--- src/hw/rtl/pidq_pkg.sv ---
// Package for the process ID queue: default sizes, command codes, FSM states
// and the per-cell control struct. No dependencies.
package pidq_pkg;

    localparam int DEPTH_DEF    = 16;
    localparam int ID_WIDTH_DEF = 8;

    typedef enum logic [1:0] {
        CMD_ENQ    = 2'd0,
        CMD_REMOVE = 2'd1,
        CMD_QUERY  = 2'd2,
        CMD_DUMP   = 2'd3
    } t_cmd;

    typedef enum logic [1:0] {
        ST_IDLE  = 2'b01,
        ST_SWEEP = 2'b10
    } t_state;

    // load wins over shift inside a cell
    typedef struct packed {
        logic shift;
        logic load;
    } t_cell_ctl;

endpackage

--- src/hw/rtl/pidq_if.sv ---
// Request and response channel interfaces for the process ID queue.
// Depends on pidq_pkg.
interface pidq_in_if #(
    parameter int ID_WIDTH = pidq_pkg::ID_WIDTH_DEF
);
    logic                valid;
    logic                ready;
    pidq_pkg::t_cmd      command;
    logic [ID_WIDTH-1:0] process_id;

    modport source (output valid, command, process_id, input ready);
    modport sink   (input valid, command, process_id, output ready);
endinterface

interface pidq_out_if #(
    parameter int ID_WIDTH = pidq_pkg::ID_WIDTH_DEF,
    parameter int CNT_W    = $clog2(pidq_pkg::DEPTH_DEF + 1)
);
    logic                valid;
    logic                ready;
    logic                found;
    logic [CNT_W-1:0]    count;
    logic [ID_WIDTH-1:0] entry_id;
    logic                entry_valid;
    logic                last;
    logic                status;

    modport source (output valid, found, count, entry_id, entry_valid, last, status,
                    input ready);
    modport sink   (input valid, found, count, entry_id, entry_valid, last, status,
                    output ready);
endinterface

--- src/hw/rtl/process_id_queue_with_removal_core.sv ---
// Process ID queue with remove-by-value: top level (cell chain + sweep control).
// Enqueue: result registered the cycle after accept.
// Remove / query / dump: the chain rotates once, one entry per cycle through
// the head cell while the response slot is free; an empty queue skips the
// sweep. Every sweep step waits for the response side. Sync active-low reset empties the queue;
// stored IDs are not cleared. Depends on pidq_pkg, pidq_if, pidq_cell.
module process_id_queue_with_removal_core #(
    parameter int DEPTH    = pidq_pkg::DEPTH_DEF,
    parameter int ID_WIDTH = pidq_pkg::ID_WIDTH_DEF
) (
    input  logic      i_clk,
    input  logic      i_rst_n,
    pidq_in_if.sink   i_req,
    pidq_out_if.source o_rsp
);

    localparam int CNT_W = $clog2(DEPTH + 1);

    // ---------------- cell chain ----------------
    logic [ID_WIDTH-1:0]  w_id    [DEPTH];
    logic                 w_valid [DEPTH];
    pidq_pkg::t_cell_ctl  w_ctl   [DEPTH];
    logic [ID_WIDTH-1:0]  w_load_id;

    // ---------------- control state ----------------
    pidq_pkg::t_state     r_state;
    logic [CNT_W-1:0]     r_count;   // entries held
    logic [CNT_W-1:0]     r_rem;     // entries still to pass the head in this sweep
    logic [CNT_W-1:0]     r_sz;      // occupied span of the chain during a sweep
    pidq_pkg::t_cmd       r_cmd;
    logic [ID_WIDTH-1:0]  r_key;
    logic                 r_hit;

    // response register
    logic                 r_out_valid;
    logic                 r_out_found;
    logic [CNT_W-1:0]     r_out_count;
    logic [ID_WIDTH-1:0]  r_out_id;
    logic                 r_out_ev;
    logic                 r_out_last;
    logic                 r_out_status;

    logic                 out_free;
    logic                 in_fire;
    logic                 enq_fire;
    logic                 full;
    logic                 step;
    logic                 head_match;
    logic                 keep;
    logic                 last_step;
    logic [CNT_W-1:0]     sz_next;
    logic [CNT_W-1:0]     tail_idx;

    // Response slot frees when empty or being taken this cycle.
    assign out_free = !r_out_valid || o_rsp.ready;
    assign i_req.ready = (r_state == pidq_pkg::ST_IDLE) && out_free;
    assign in_fire  = i_req.valid && i_req.ready;
    assign enq_fire = in_fire && (i_req.command == pidq_pkg::CMD_ENQ);
    assign full     = (r_count == CNT_W'(DEPTH));

    // Sweep: each step pops the head and re-appends it at the tail unless a
    // remove drops it. After r_count steps the order is restored, gaps closed.
    assign step       = (r_state == pidq_pkg::ST_SWEEP) && out_free;
    assign head_match = (w_id[0] == r_key);
    assign keep       = !((r_cmd == pidq_pkg::CMD_REMOVE) && head_match);
    assign last_step  = (r_rem == CNT_W'(1));
    assign sz_next    = keep ? r_sz : r_sz - CNT_W'(1);
    assign tail_idx   = r_sz - CNT_W'(1);
    assign w_load_id  = step ? w_id[0] : i_req.process_id;

    for (genvar i = 0; i < DEPTH; i++) begin : g_cell
        logic [ID_WIDTH-1:0] nbr_id;
        logic                nbr_valid;

        if (i == DEPTH - 1) begin : g_end
            assign nbr_id    = '0;
            assign nbr_valid = 1'b0;
        end else begin : g_mid
            assign nbr_id    = w_id[i+1];
            assign nbr_valid = w_valid[i+1];
        end

        // enqueue writes slot r_count; a sweep writes the kept head to the
        // last slot of the shifted span
        assign w_ctl[i].shift = step;
        assign w_ctl[i].load  = (enq_fire && !full && (r_count == CNT_W'(i)))
                             || (step && keep && (tail_idx == CNT_W'(i)));

        pidq_cell #(
            .ID_WIDTH (ID_WIDTH)
        ) u_cell (
            .i_clk       (i_clk),
            .i_rst_n     (i_rst_n),
            .i_ctl       (w_ctl[i]),
            .i_load_id   (w_load_id),
            .i_nbr_id    (nbr_id),
            .i_nbr_valid (nbr_valid),
            .o_id        (w_id[i]),
            .o_valid     (w_valid[i])
        );
    end

    // ---------------- control ----------------
    always_ff @(posedge i_clk) begin
        if (!i_rst_n) begin
            r_state <= pidq_pkg::ST_IDLE;
            r_count <= '0;
        end else begin
            unique case (r_state)
                pidq_pkg::ST_IDLE: begin
                    if (enq_fire && !full) begin
                        r_count <= r_count + CNT_W'(1);
                    end else if (in_fire && !enq_fire && (r_count != '0)) begin
                        r_state <= pidq_pkg::ST_SWEEP;
                    end
                end
                pidq_pkg::ST_SWEEP: begin
                    if (step && last_step) begin
                        r_state <= pidq_pkg::ST_IDLE;
                        r_count <= sz_next;
                    end
                end
                default: begin
                    r_state <= pidq_pkg::ST_IDLE;
                end
            endcase
        end
    end

    // sweep bookkeeping, no reset needed
    always_ff @(posedge i_clk) begin
        if (in_fire) begin
            r_cmd <= i_req.command;
            r_key <= i_req.process_id;
            r_rem <= r_count;
            r_sz  <= r_count;
            r_hit <= 1'b0;
        end else if (step) begin
            r_rem <= r_rem - CNT_W'(1);
            r_sz  <= sz_next;
            r_hit <= r_hit || head_match;
        end
    end

    // ---------------- response register ----------------
    always_ff @(posedge i_clk) begin
        if (!i_rst_n) begin
            r_out_valid <= 1'b0;
        end else if ((in_fire && (enq_fire || (r_count == '0)))
                     || (step && ((r_cmd == pidq_pkg::CMD_DUMP) || last_step))) begin
            r_out_valid <= 1'b1;
        end else if (o_rsp.ready) begin
            r_out_valid <= 1'b0;
        end
    end

    always_ff @(posedge i_clk) begin
        if (in_fire) begin
            // enqueue, or any other request on an empty queue: one result now
            r_out_found  <= 1'b0;
            r_out_count  <= (enq_fire && !full) ? r_count + CNT_W'(1) : r_count;
            r_out_id     <= '0;
            r_out_ev     <= 1'b0;
            r_out_last   <= 1'b1;
            r_out_status <= enq_fire && full;
        end else if (step) begin
            r_out_found  <= (r_cmd == pidq_pkg::CMD_QUERY) && (r_hit || head_match);
            r_out_count  <= (r_cmd == pidq_pkg::CMD_REMOVE) ? sz_next : r_count;
            r_out_id     <= (r_cmd == pidq_pkg::CMD_DUMP) ? w_id[0] : '0;
            r_out_ev     <= (r_cmd == pidq_pkg::CMD_DUMP);
            r_out_last   <= last_step;
            r_out_status <= 1'b0;
        end
    end

    assign o_rsp.valid       = r_out_valid;
    assign o_rsp.found       = r_out_found;
    assign o_rsp.count       = r_out_count;
    assign o_rsp.entry_id    = r_out_id;
    assign o_rsp.entry_valid = r_out_ev;
    assign o_rsp.last        = r_out_last;
    assign o_rsp.status      = r_out_status;

`ifndef SYNTHESIS
    a_count_bound: assert property (@(posedge i_clk) disable iff (!i_rst_n)
        r_count <= CNT_W'(DEPTH))
        else $error("queue count above depth");

    a_sweep_span: assert property (@(posedge i_clk) disable iff (!i_rst_n)
        (r_state == pidq_pkg::ST_SWEEP) |-> (r_rem != '0) && (r_rem <= r_sz))
        else $error("sweep span lost track of pending entries");

    a_sweep_start: assert property (@(posedge i_clk) disable iff (!i_rst_n)
        (in_fire && !enq_fire && (r_count != '0)) |=> (r_state == pidq_pkg::ST_SWEEP))
        else $error("non-enqueue request did not start a sweep");

    a_remove_shrinks: assert property (@(posedge i_clk) disable iff (!i_rst_n)
        (step && last_step) |=> (r_count <= $past(r_count)))
        else $error("sweep grew the queue");

    a_head_valid: assert property (@(posedge i_clk) disable iff (!i_rst_n)
        (r_state == pidq_pkg::ST_IDLE) |-> (w_valid[0] == (r_count != '0)))
        else $error("head cell valid disagrees with count");
`endif

endmodule

--- src/hw/rtl/pidq_cell.sv ---
// One queue slot: an ID and its valid flag. Loads a new ID or takes its
// right neighbor's contents. Depends on pidq_pkg.
module pidq_cell #(
    parameter int ID_WIDTH = pidq_pkg::ID_WIDTH_DEF
) (
    input  logic                i_clk,
    input  logic                i_rst_n,
    input  pidq_pkg::t_cell_ctl i_ctl,
    input  logic [ID_WIDTH-1:0] i_load_id,
    input  logic [ID_WIDTH-1:0] i_nbr_id,
    input  logic                i_nbr_valid,
    output logic [ID_WIDTH-1:0] o_id,
    output logic                o_valid
);

    logic [ID_WIDTH-1:0] r_id, n_id;
    logic                r_valid, n_valid;

    always_comb begin
        n_id    = r_id;
        n_valid = r_valid;
        if (i_ctl.load) begin
            n_id    = i_load_id;
            n_valid = 1'b1;
        end else if (i_ctl.shift) begin
            n_id    = i_nbr_id;
            n_valid = i_nbr_valid;
        end
    end

    always_ff @(posedge i_clk) begin
        if (!i_rst_n) begin
            r_valid <= 1'b0;
        end else begin
            r_valid <= n_valid;
        end
    end

    always_ff @(posedge i_clk) begin
        r_id <= n_id;
    end

    assign o_id    = r_id;
    assign o_valid = r_valid;

endmodule
--- src/flat_wrapper.sv ---
// flat-port wrapper written by rule: the top's interface ports become plain ports
module process_id_queue_with_removal_core_flat 
#(
    parameter int DEPTH    = pidq_pkg::DEPTH_DEF,
    parameter int ID_WIDTH = pidq_pkg::ID_WIDTH_DEF
)
  (i_clk, i_rst_n, i_req_valid, i_req_command, i_req_process_id, i_req_ready, o_rsp_valid, o_rsp_found, o_rsp_count, o_rsp_entry_id, o_rsp_entry_valid, o_rsp_last, o_rsp_status, o_rsp_ready);
  pidq_in_if #(.ID_WIDTH(ID_WIDTH)) i_req_i ();
  pidq_out_if #(.ID_WIDTH(ID_WIDTH)) o_rsp_i ();
  input  logic i_clk;
  input  logic i_rst_n;
  input wire logic [$bits(i_req_i.valid)-1:0] i_req_valid;
  input wire logic [$bits(i_req_i.command)-1:0] i_req_command;
  input wire logic [$bits(i_req_i.process_id)-1:0] i_req_process_id;
  output wire logic [$bits(i_req_i.ready)-1:0] i_req_ready;
  output wire logic [$bits(o_rsp_i.valid)-1:0] o_rsp_valid;
  output wire logic [$bits(o_rsp_i.found)-1:0] o_rsp_found;
  output wire logic [$bits(o_rsp_i.count)-1:0] o_rsp_count;
  output wire logic [$bits(o_rsp_i.entry_id)-1:0] o_rsp_entry_id;
  output wire logic [$bits(o_rsp_i.entry_valid)-1:0] o_rsp_entry_valid;
  output wire logic [$bits(o_rsp_i.last)-1:0] o_rsp_last;
  output wire logic [$bits(o_rsp_i.status)-1:0] o_rsp_status;
  input wire logic [$bits(o_rsp_i.ready)-1:0] o_rsp_ready;
  assign i_req_i.valid = i_req_valid;
  assign i_req_i.command = i_req_command;
  assign i_req_i.process_id = i_req_process_id;
  assign i_req_ready = i_req_i.ready;
  assign o_rsp_valid = o_rsp_i.valid;
  assign o_rsp_found = o_rsp_i.found;
  assign o_rsp_count = o_rsp_i.count;
  assign o_rsp_entry_id = o_rsp_i.entry_id;
  assign o_rsp_entry_valid = o_rsp_i.entry_valid;
  assign o_rsp_last = o_rsp_i.last;
  assign o_rsp_status = o_rsp_i.status;
  assign o_rsp_i.ready = o_rsp_ready;
  process_id_queue_with_removal_core #(.DEPTH(DEPTH), .ID_WIDTH(ID_WIDTH)) u_core (.i_clk(i_clk), .i_rst_n(i_rst_n), .i_req(i_req_i), .o_rsp(o_rsp_i));
endmodule
--- config.mk ---
export PLATFORM = sky130hd
export DESIGN_NAME = process_id_queue_with_removal_core_flat
export DESIGN_NICKNAME = d
export VERILOG_FILES = /design/src/hw/rtl/pidq_pkg.sv /design/src/hw/rtl/pidq_if.sv /design/src/hw/rtl/process_id_queue_with_removal_core.sv /design/src/hw/rtl/pidq_cell.sv /design/src/flat_wrapper.sv
export SDC_FILE = /design/constraint.sdc
export NUM_CORES = 1
export LEC_CHECK = 0
export BUFFER_PORTS_ARGS = -buffer_cell sky130_fd_sc_hd__buf_4
export CAP_MARGIN = 20
export CORE_ASPECT_RATIO = 0.7
export CORE_MARGIN = 1
export CORE_UTILIZATION = 69
export CTS_BUF_LIST = sky130_fd_sc_hd__clkbuf_8
export CTS_CLUSTER_SIZE = 16
export DETAILED_ROUTE_END_ITERATION = 7
export HOLD_SLACK_MARGIN = 0.08
export PLACE_DENSITY = 0.88
export SETUP_SLACK_MARGIN = 0.5
export SYNTH_ARGS = -nofsm -noshare
export SYNTH_HDL_FRONTEND = slang
export SYNTH_SLANG_ARGS = --single-unit
--- constraint.sdc ---
create_clock -name i_clk -period 6.87 [get_ports i_clk]
set_clock_uncertainty 0.2 [all_clocks]
set_input_delay 1.374 -clock i_clk [delete_from_list [all_inputs] [get_ports i_clk]]
set_output_delay 1.374 -clock i_clk [all_outputs]
set_load 0.02 [all_outputs]
Word-level counts from Yosys, hierarchy flattened. Index checks and enable logic that the tools add are counted.

Add/sub/neg operators: 3. Equality and inequality tests: 41. Muxes and demuxes: 53. Reduce and logical (&&, ||, !) cells: 96.

Operators with widths (count): $mux 8 (34); $eq 5x4->1 const B (16); $mux 5 (10); $logic_and 1x1->1 (46); $eq 5x3->1 const B (8); $reduce_bool 2->1 (19); $logic_or 1x1->1 (21); $eq 5x2->1 const B (4); $eq 5x1->1 const B (3); $logic_not 5->1 (2); $pmux 5 s2 (1); $sub 5x1->5 const B (2); $eq 8x8->1 (1); $eq 2x2->1 const B (3); $mux 2 (3); $ne 2x2->1 const B (3); $add 5x1->5 const B (1); $eq 5x5->1 const B (1); $reduce_bool 5->1 (1); $eq 2x1->1 const B (2); $logic_not 1->1 (4); $mux 1 (4); $pmux 2 s2 (1); $reduce_and 3->1 (1); 2 further kinds (2).

Register bits: 174. Bits of input ports: 14. Output and inout bits: 19. Word-level logic and storage cells: 223.

Longest topological paths before layout.
Depth in word-level cells: 11. Gate-level depth with buffers: 8. Mapped depth without buffers: 7.

Cells and area by module. Synthesis repeated with hierarchy kept, for this count alone.

Cell total of the unflattened synthesis: 629. Area total of the unflattened synthesis: 8902.3 µm².

By module, submodules not included: pidq_cell (instances 16, cells an instance 21, area each 386.6 µm², sequential area each 260.2 µm²); process_id_queue_with_removal_core (instances 1, cells an instance 293, area each 2716.4 µm², sequential area each 1181.1 µm²).

Least setup slack after synthesis. No wires, ideal clock.

Path kind: input port to output port. Start: input o_rsp_ready. End: output i_req_ready. Data arrival time: 1.881 ns. Required time: 5.296 ns. Slack: 3.415 ns. Stages: 3. Buffers on the path: 1. Path through: nor2b_1 buf_2 nor2_1.

Word-level cells in the longest chain between the ends: 2.

Ends and longest elaborated chain: from (decl) (RTL line flat_wrapper.sv:23) `input wire logic [$bits(o_rsp_i.ready)-1:0] o_rsp_ready;`; $logic_or 1x1->1 (RTL line process_id_queue_with_removal_core.sv:55) `assign out_free = !r_out_valid || o_rsp.ready;`; $logic_and 1x1->1 (RTL line process_id_queue_with_removal_core.sv:56) `assign i_req.ready = (r_state == pidq_pkg::ST_IDLE) && out_free;`; to (decl) (RTL line flat_wrapper.sv:15) `output wire logic [$bits(i_req_i.ready)-1:0] i_req_ready;`.

Every way passes these cells.

Worst setup path in the final report.
Start: input o_rsp_ready. End: register u_core.r_sz[1] (enable).

Word-level cells in the longest chain between the ends: 4. Elaborated cells between the ends (all ways): 5. Classes of those cells: reduce/logical: 5.

Ends and longest elaborated chain: $logic_or 1x1->1 (RTL line process_id_queue_with_removal_core.sv:55); $logic_and 1x1->1 (RTL line process_id_queue_with_removal_core.sv:56); $logic_and 1x1->1 (RTL line process_id_queue_with_removal_core.sv:57) `assign in_fire = i_req.valid && i_req.ready;`; named net u_core.in_fire (RTL line process_id_queue_with_removal_core.sv:44) `logic in_fire;`; $reduce_bool 2->1 (no source line); to (signal assigned) (RTL line process_id_queue_with_removal_core.sv:136) `r_sz <= r_count;`; to (signal assigned) (RTL line process_id_queue_with_removal_core.sv:140) `r_sz <= sz_next;`; to (decl) (RTL line process_id_queue_with_removal_core.sv:29) `logic [CNT_W-1:0] r_sz;`.

The timed path passes the listed nets, and every way through them passes these cells. A chain may end at the register's enable or synchronous reset.

==> flow_summary.json <==
{
  "status": "finished clean",
  "min_period_over_period_pct": 58.2,
  "yosysUniqueCellTypes": 62,
  "max_slew_margin_pct": 30.7,
  "ys.flop_type": "edfxtp_1",
  "ys_async_sr_fraction_pct": 0,
  "syn_area_um2": 8730,
  "path_max_fanout": 22,
  "cp.arrival_ps": 3880,
  "nNetsFinal": 643,
  "drive_gt1_share_pct": 25.1,
  "die_w_um": 136,
  "cts_resized": 0,
  "wl_um": 18200,
  "start_kind": "primary input",
  "numCtsBuffers": 17,
  "power.density_nw_per_um2": 224,
  "max-clock-path-buffers": 2,
  "rsz0062_at_grt": "false",
  "grt_pass1_wl_um": 28600,
  "p_leak_nw": 3.37,
  "placed_cell_area_um2": 9040,
  "multi_input_area_um2": 3510,
  "ioPinCount": 33,
  "vias_per_cell": 6.50,
  "ys_seq_elements": 174,
  "drtIter0Drc": 428,
  "cap_violations": 0,
  "post_drt_wl_per_cell_um": 23.1,
  "area.sequential_um2": 5020,
  "synthCells": 593,
  "top_layer": "met4",
  "num_vias": 5115,
  "fmax_ghz": 0.250,
  "worst_pin_slew_ps": 1040,
  "cts-root-buf": "clkbuf_8",
  "cts_hold_buf": 0,
  "clkTransAtPathRegs_ps": 100,
  "htree_levels": 4,
  "wl_met1_um": 8050,
  "drc": 0,
  "cts.sinks": 174,
  "worstPathRequired_ps": 6750,
  "final_max_slew_viol_count": 0,
  "wl_met3_um": 1280,
  "portBuffers": 32,
  "n_antenna_cell": 0,
  "grt_usage_pct": 30.0,
  "synth.avg_cell_area_um2": 14.7,
  "synth_edf_count": 154,
  "fp-row-count": 33,
  "wl_met2_um": 8490,
  "grt_max_degree": 24,
  "postRouteAntennaNets": 0,
  "fin_util_pct": 78.8,
  "yosysSeqAreaShare_pct": 57.5,
  "ys_warn_count": 0,
  "ir_worst_vdd_v": 0.000187,
  "fillerInstances": 671,
  "grt_antenna_before_repair": 0,
  "cts_setup_buffers": 0,
  "clock_latency_ps": 450,
  "crit_type": "primary input to register",
  "cts_tree": "done",
  "hold_viol_final": 0,
  "die_h_um": 96.1,
  "final_area_um2": 9460,
  "grt_pass1_vias": 5083,
  "fin_tns_setup_ps": 0,
  "start_util_pct": 72.7,
  "dp.final_hpwl_um": 12600,
  "synth_fp_nets": 619,
  "first_pass_iters": 6,
  "gp_congestion": 0.939,
  "setup_viol": 0,
  "die_area_um2": 13100,
  "period_minus_slack_ps": 4000,
  "core_area_um2": 12000,
  "cp-end-kind": "register",
  "syn2layout_area_growth_pct": 8.38,
  "hp-class": "register to register",
  "overflow": 0
}
[per-stage QoR]
stage	setup slack (ps)	std cells	hold slack (ps)	power (mW)
final	2870	787	269	2.12
after global placement	2660	755	245	1.37
after CTS	2870	787	271	2.12
after detailed placement	2490	755	247	1.38
after global routing	2660	787	296	2.17
after floorplan	3420	593	242	1.33
[worst paths after layout]
check / start / endpoint / slack (ps) / depth (start not counted)
max: o_rsp_ready / u_core.r_sz[1]$_DFFE_PP_ / 2870 / 6
max reg2reg: u_core.r_state[0]$_SDFFE_PN1P_ / u_core.r_sz[1]$_DFFE_PP_ / 3250 / 5
min: u_core.o_rsp.entry_valid$_SDFFE_PP0P_ / u_core.o_rsp.entry_valid$_SDFFE_PP0P_ / 270 / 1
min reg2reg: u_core.o_rsp.entry_valid$_SDFFE_PP0P_ / u_core.o_rsp.entry_valid$_SDFFE_PP0P_ / 270 / 1
[flip-flops by register name, indices dropped and copies added (netlist names), 2 cells and up]
name and cells:
u_core.r_sz 5, u_core.r_state 2, u_core.r_count 5, u_core.r_rem 5, u_core.r_key 8, u_core.o_rsp.count 5, u_core.r_cmd 2, u_core.o_rsp.entry_id 8
u_core.g_cell.u_cell.o_id 128
[power breakdown]
| part | internal, mW | switching, mW |
|---|---|---|
| clock network | 0.365 | 0.390 |
| logic | 0.0581 | 0.113 |
| registers | 1.17 | 0.0246 |
[critical path, cell delays in order]
cell and delay (ps):
buf_4 110, nand2b_1 200, nand3_1 680, inv_2 360, nor2_1 620, inv_1 520
[cells in the final DEF (no fill, tap or decap), types with 5 or more instances in the layout]
cell      synthesis  routed
nand3_1          18      18
xor2_1            6       6
mux2_1           71      71
ha_1             12      12
nand4_1           6       6
nand2b_1          5       5
buf_4             0      33
a21oi_1          16      16
mux2_2           12      12
nand2_1          32      32
mux2_4           48      48
dfxtp_1          20      20
a22o_1            8       8
o31ai_4          11      11
inv_1            17      19
nor3_1           10      10
nor2b_1           6       6
nor3b_1           6       6
xor2_2            5       5
edfxtp_1        154     154
nor2_1           29      29
a211oi_1          5       5
clkbuf_8          0      17
and2_1            6       6
[kinds of logic (layout without fill, tap and decap cells)]
kind of cell,count (synthesis),count (layout),synth area share [%]
buf+inv,46,83,2.29
xor+xnor,16,16,2.12
flops,174,174,57.5
simple gates,141,141,8.78
mux,131,131,19.0
fa+ha+maj,12,12,1.72
compound gates,73,73,8.58
[cells in the mapped netlist (2+ instances only)]
cell	number	share of area (%)
o211ai_1	2	0.17
mux2_2	12	1.5
nand2_1	32	1.4
o31ai_4	11	2.7
a22o_1	8	0.80
ha_1	12	1.7
xnor2_1	4	0.40
and4_1	2	0.20
dfxtp_1	20	4.6
xor2_1	6	0.60
buf_2	7	0.40
and3_1	4	0.29
nand3b_1	2	0.17
edfxtp_1	154	53
a21oi_1	16	0.92
inv_1	17	0.73
a211oi_1	5	0.43
clkbuf_1	18	0.77
and2_1	6	0.43
nor3b_1	6	0.52
mux2_4	48	8.3
nor4_1	3	0.21
nor2_1	29	1.2
a221oi_1	3	0.30
nand3_1	18	1.0
nor2b_1	6	0.43
nand2b_1	5	0.36
a31oi_4	4	0.97
a21o_1	2	0.17
xor2_2	5	0.93
o21ai_0	3	0.17
o31ai_1	4	0.34
mux2_1	71	9.2
a31oi_2	2	0.29
nor3_1	10	0.57
or2_2	4	0.29
nor4_4	2	0.49
nand4_1	6	0.43
[cell type report]
class / instances / share of cell area [%]
Clock buffer: 17 / 2.47
Multi-Input combinational cell: 373 / 37.1
Tap cell: 157 / 2.08
Inverter: 18 / 0.714
Timing Repair Buffer: 33 / 2.62
Sequential cell: 174 / 53.1
Clock inverter: 15 / 1.97
[routing by layer]
layer,global-route usage (%),up-vias
li1,-,2297
met1,40.2,2567
met2,47.9,215
met3,6.74,36
met4,11.8,0
met5,0,-
No activity file was read; power rests on OpenSTA's default activity.
